`src/rtl/sit_pkg.sv`:
```
// Types and constants shared by the segment intersection test RTL.
package sit_pkg;

  localparam int NUM_POINTS = 1024;
  localparam int COORD_BITS = 16;
  localparam int IDX_BITS   = $clog2(NUM_POINTS);
  localparam int TOL_BITS   = 20;
  // coordinate difference, product, cross product and its magnitude
  localparam int DIFF_BITS  = COORD_BITS + 1;
  localparam int PROD_BITS  = 2 * DIFF_BITS;
  localparam int CROSS_BITS = PROD_BITS + 1;
  localparam int MAG_BITS   = CROSS_BITS - 1;

  typedef enum logic [2:0] {
    CASE_DISJOINT  = 3'd0,
    CASE_SAME_SIDE = 3'd1,
    CASE_CROSSING  = 3'd2,
    CASE_COLLINEAR = 3'd3,
    CASE_TOUCHING  = 3'd4
  } sit_case_e;

  typedef struct packed {
    logic signed [COORD_BITS-1:0] x;
    logic signed [COORD_BITS-1:0] y;
  } sit_point_t;

  // load enables for the two stages inside an orientation unit
  typedef struct packed {
    logic s2;
    logic s3;
  } sit_orient_en_t;

  typedef struct packed {
    logic                neg;
    logic [MAG_BITS-1:0] mag;
  } sit_orient_res_t;

endpackage

```
`src/rtl/sit_orient.sv`:
```
// Two-stage orientation unit: cross product of (b-a) and (c-a), split into sign and magnitude.
module sit_orient
  import sit_pkg::*;
(
  input  logic            clk_i,
  input  sit_orient_en_t  en_i,
  input  sit_point_t      a_i,
  input  sit_point_t      b_i,
  input  sit_point_t      c_i,
  output sit_orient_res_t res_o
);

  logic signed [DIFF_BITS-1:0]  dbx, dby, dcx, dcy;
  logic signed [PROD_BITS-1:0]  prod_l_d, prod_r_d, prod_l_q, prod_r_q;
  logic signed [CROSS_BITS-1:0] cross_val;
  logic        [CROSS_BITS-1:0] cross_abs;
  sit_orient_res_t              res_d, res_q;

  assign dbx = $signed({b_i.x[COORD_BITS-1], b_i.x}) - $signed({a_i.x[COORD_BITS-1], a_i.x});
  assign dby = $signed({b_i.y[COORD_BITS-1], b_i.y}) - $signed({a_i.y[COORD_BITS-1], a_i.y});
  assign dcx = $signed({c_i.x[COORD_BITS-1], c_i.x}) - $signed({a_i.x[COORD_BITS-1], a_i.x});
  assign dcy = $signed({c_i.y[COORD_BITS-1], c_i.y}) - $signed({a_i.y[COORD_BITS-1], a_i.y});

  assign prod_l_d = dcy * dbx;
  assign prod_r_d = dcx * dby;

  always_ff @(posedge clk_i) begin
    if (en_i.s2) begin
      prod_l_q <= prod_l_d;
      prod_r_q <= prod_r_d;
    end
  end

  assign cross_val = $signed({prod_l_q[PROD_BITS-1], prod_l_q})
                   - $signed({prod_r_q[PROD_BITS-1], prod_r_q});
  assign cross_abs = cross_val[CROSS_BITS-1] ? (CROSS_BITS'(0) - cross_val) : cross_val;
  // |cross_val| stays below 2^(PROD_BITS), so the top bit of the absolute value is always clear
  assign res_d.neg = cross_val[CROSS_BITS-1];
  assign res_d.mag = cross_abs[MAG_BITS-1:0];

  always_ff @(posedge clk_i) begin
    if (en_i.s3) begin
      res_q <= res_d;
    end
  end

  assign res_o = res_q;

endmodule

```
`config.mk`:
```
export PLATFORM = sky130hd
export DESIGN_NAME = sit_orient
export DESIGN_NICKNAME = d
export VERILOG_FILES = /design/src/rtl/sit_pkg.sv /design/src/rtl/sit_orient.sv
export SDC_FILE = /design/constraint.sdc
export NUM_CORES = 2
export LEC_CHECK = 0
export BUFFER_PORTS_ARGS = -buffer_cell sky130_fd_sc_hd__buf_4
export CORE_MARGIN = 1.5
export CORE_UTILIZATION = 45
export DETAILED_ROUTE_END_ITERATION = 8
export PLACE_DENSITY = 0.6
export SLEW_MARGIN = 40
export SYNTH_ARGS = -nofsm -noshare
export SYNTH_HDL_FRONTEND = slang
export SYNTH_SLANG_ARGS = --single-unit
```
`constraint.sdc`:
```
create_clock -name clk_i -period 12.4 [get_ports clk_i]
set_input_delay 1.86 -clock clk_i [delete_from_list [all_inputs] [get_ports clk_i]]
set_output_delay 1.86 -clock clk_i [all_outputs]
set_load 0.005 [all_outputs]
```
==> results.sh <==
export IMPL_cp_slowest_cell="or4_1"
export IMPL_period_needed_ns=10.89
export IMPL_critPathKind="in -> reg"
export IMPL_finalCritPeriodShare_pct=87.83
export IMPL_nets=4496
export IMPL_hold_class="reg -> reg"
export IMPL_synth_compound_area_share_pct=9.156
export IMPL_io_buffers=133
export IMPL_antenna_found_initial=1
export IMPL_grt_max_degree=69
export IMPL_synth_mux_area_share_pct=0.2818
export IMPL_cts_hold_buf=0
export IMPL_cp_slowest_stage_delay_ns=0.62
export IMPL_multi_input_area_um2=24470
export IMPL_synth_xor_xnor_area_share_pct=5.060
export IMPL_path_delay_family="adder cells"
export IMPL_drc_errors=0
export IMPL_ctsResizeCount=0
export IMPL_max_slew_margin_rel_pct=44.20
export IMPL_clock_path_buffers=2
export IMPL_fp_dieArea_um2=69660
export IMPL_ys_seq_elements=103
export IMPL_cts_buffers=9
export IMPL_startpoint_type="primary input"
export IMPL_n_fill_cell=6517
export IMPL_crit_path_frequent_cell="fa_1"
export IMPL_regArea_um2=3093
export IMPL_start_util_pct=45.54
export IMPL_synthesis_nets=4375
export IMPL_grt_util_met1_pct=31.58
export IMPL_clkSlewWorstSetupHoldPaths_ns=0.09
export IMPL_dr_pass1_iters=5
export IMPL_synth_warnings=0
export IMPL_ioPinCount=134
export IMPL_arrival_ns=11.02
export IMPL_routed_wl_um=80080
export IMPL_rsz0062_at_grt="no"
export IMPL_finClkSkew_ns=0.01066
export IMPL_initialDrtViolationCount=1415
export IMPL_grt_busiest_layer="met2"
export IMPL_synth_fa_ha_area_share_pct=50.00
export IMPL_htree_levels=3
export IMPL_worst_pin_slew_ns=0.8306
export IMPL_post_drt_wl_per_cell_um=18.16
export IMPL_grt_pass1_wl_um=131300
export IMPL_root_buffer="clkbuf_16"
export IMPL_yosys_most_used_dff="edfxtp_1"
export IMPL_avgSynthCellArea_um2=8.984
export IMPL_setup_viol_count_final=0
export IMPL_globalplace_congestion=0.8934
export IMPL_synth_seq_area_share_pct=10.10
export IMPL_finalSetupTns_ns=0
export IMPL_grt_pass1_vias=24170
export IMPL_die_height_um=263.9
export IMPL_worstSkewPairLatency_ns=0.37
export IMPL_ant_nets=0
export IMPL_drive_above_1_share_pct=8.597
export IMPL_track_usage_pct=24.22
export IMPL_crit_path_end_kind="register"
export IMPL_cts_tree="built"
export IMPL_area_delta_synth_final_pct=8.699
export IMPL_dp_hpwl_um=69360
export IMPL_crit_fanout=13
export IMPL_via_count=23180
export IMPL_num_rows=95
export IMPL_synth_top_family_by_area="adder cells"
export IMPL_viasPerCell=5.256
export IMPL_status="complete, no violations"
export IMPL_ys_types=94
export IMPL_die_w_um=263.9
export IMPL_core_um2=67280
export IMPL_cts_setup_buffers=0
export IMPL_synthSimpleGateAreaFrac_pct=14.83
export IMPL_netlist_area_um2=30640
export IMPL_hold_viol=0
export IMPL_synth_cells=3410
export IMPL_ys_async_sr_fraction_pct=0
export IMPL_synth_edf_count=103
export IMPL_cp_required_ns=12.53
export IMPL_max_freq_mhz=91.82
export IMPL_grt_ovfl_total=0
export IMPL_slew_violations=0
export IMPL_worst_path_buf_inv=5
export IMPL_met2_usage_pct=40.04
export IMPL_cts_sinks=103
export IMPL_cap_violations=0
export IMPL_met3_usage_pct=4.418
through the flow:
step                      instance area [um^2]  setup WS (ns)  hold WS (ns)  instances  util [%]
final                                    33300          1.509        0.7064       4410     49.50
after global routing                     33300         0.8266        0.7557       4409     49.50
after CTS                                33240          1.580        0.7177       4409     49.41
after detailed placement                 32940          1.221        0.7004       4393     48.96
after global placement                   32860          1.331        0.7028       4393     48.85
after floorplan                          30640          2.311        0.6552       3410         -
layout make-up:
class,count,area share [%]
diodes,1,0.007514
clock inverters,7,0.2442
flip-flops and latches,103,9.288
well taps,873,3.280
inverters,751,8.465
clock buffers,9,0.6763
multi-input cells,2464,73.47
repair buffers,202,4.565
state kept, by name, indices dropped and copies added, names as in the netlist:
register / count
res_o: 35
prod_l_q: 34
prod_r_q: 34
routing by layer:
metal	part of all wire, %	vias to the layer above
li1	-	10890
met1	43	11520
met2	46	645
met3	6.5	128
met4	4.4	0
met5	0	-
final timing paths:
| check | from | end | slack [ns] | cells past startpoint |
|---|---|---|---|---|
| worst min-delay path | prod_r_q[0] | res_o[0] | 0.71 | 2 |
| worst max register to register | prod_l_q[0] | res_o[30] | 8.06 | 14 |
| worst min register to register | prod_r_q[0] | res_o[0] | 0.71 | 2 |
| worst max-delay path | a_i[1] | prod_l_q[32] | 1.51 | 33 |
tightest hold or removal path, cell delays in order, from the launching register on:
cell and delay, ns:
edfxtp_1 0.33, ha_1 0.17, inv_1 0.05
Yosys cell counts, types with 7 or more instances:
master / number / share of area (%)
a211oi_1: 21 / 0.51
a21boi_0: 10 / 0.25
a21o_1: 33 / 0.81
a21oi_1: 106 / 1.7
a31oi_1: 21 / 0.43
and2_1: 35 / 0.71
and3_1: 16 / 0.33
buf_2: 13 / 0.21
buf_6: 7 / 0.26
clkbuf_1: 66 / 0.81
edfxtp_1: 103 / 10
fa_1: 597 / 39
ha_1: 269 / 11
inv_1: 749 / 9.2
nand2_1: 345 / 4.2
nand2b_1: 46 / 0.94
nand3_1: 57 / 0.93
nand4_1: 13 / 0.27
nor2_1: 316 / 3.9
nor2b_1: 47 / 0.96
nor3_1: 44 / 0.72
nor4_1: 8 / 0.16
o211ai_1: 15 / 0.37
o21a_1: 25 / 0.61
o21ai_0: 65 / 1.1
o21ai_1: 13 / 0.21
o21bai_1: 17 / 0.42
o31ai_1: 10 / 0.25
or2_2: 23 / 0.47
or3_1: 19 / 0.39
xnor2_1: 126 / 3.6
xor2_1: 51 / 1.5
cells in the final DEF, fill, tap and decap left out, drive strengths merged, types with 5 or more instances in the layout:
cell     instances
inv            754
fa             597
nand2          345
nor2           316
ha             269
buf            202
xnor2          126
a21oi          109
edfxtp         103
o21ai           80
nand3           57
xor2            51
nor2b           47
nor3            47
nand2b          46
and2            36
a21o            33
o21a            26
or2             24
a211oi          23
and3            23
a31oi           22
or3             20
o21bai          17
o211ai          16
a21boi          14
nand4           13
o31ai           10
clkbuf           9
nor4             8
a311oi           7
mux2i            6
a31o             5
a2111oi          5
a41oi            5
cells by family (layout without fill, tap and decap cells):
group	count (synthesis)	after routing
other cells	0	1
xor+xnor	177	177
mux	8	8
simple gates	999	999
buf+inv	843	969
flops	103	103
compound gates	414	414
fa+ha+maj	866	866
Power is not shown: default switching activity piles up to over one toggle a cycle in this logic, so the estimate is an artifact.
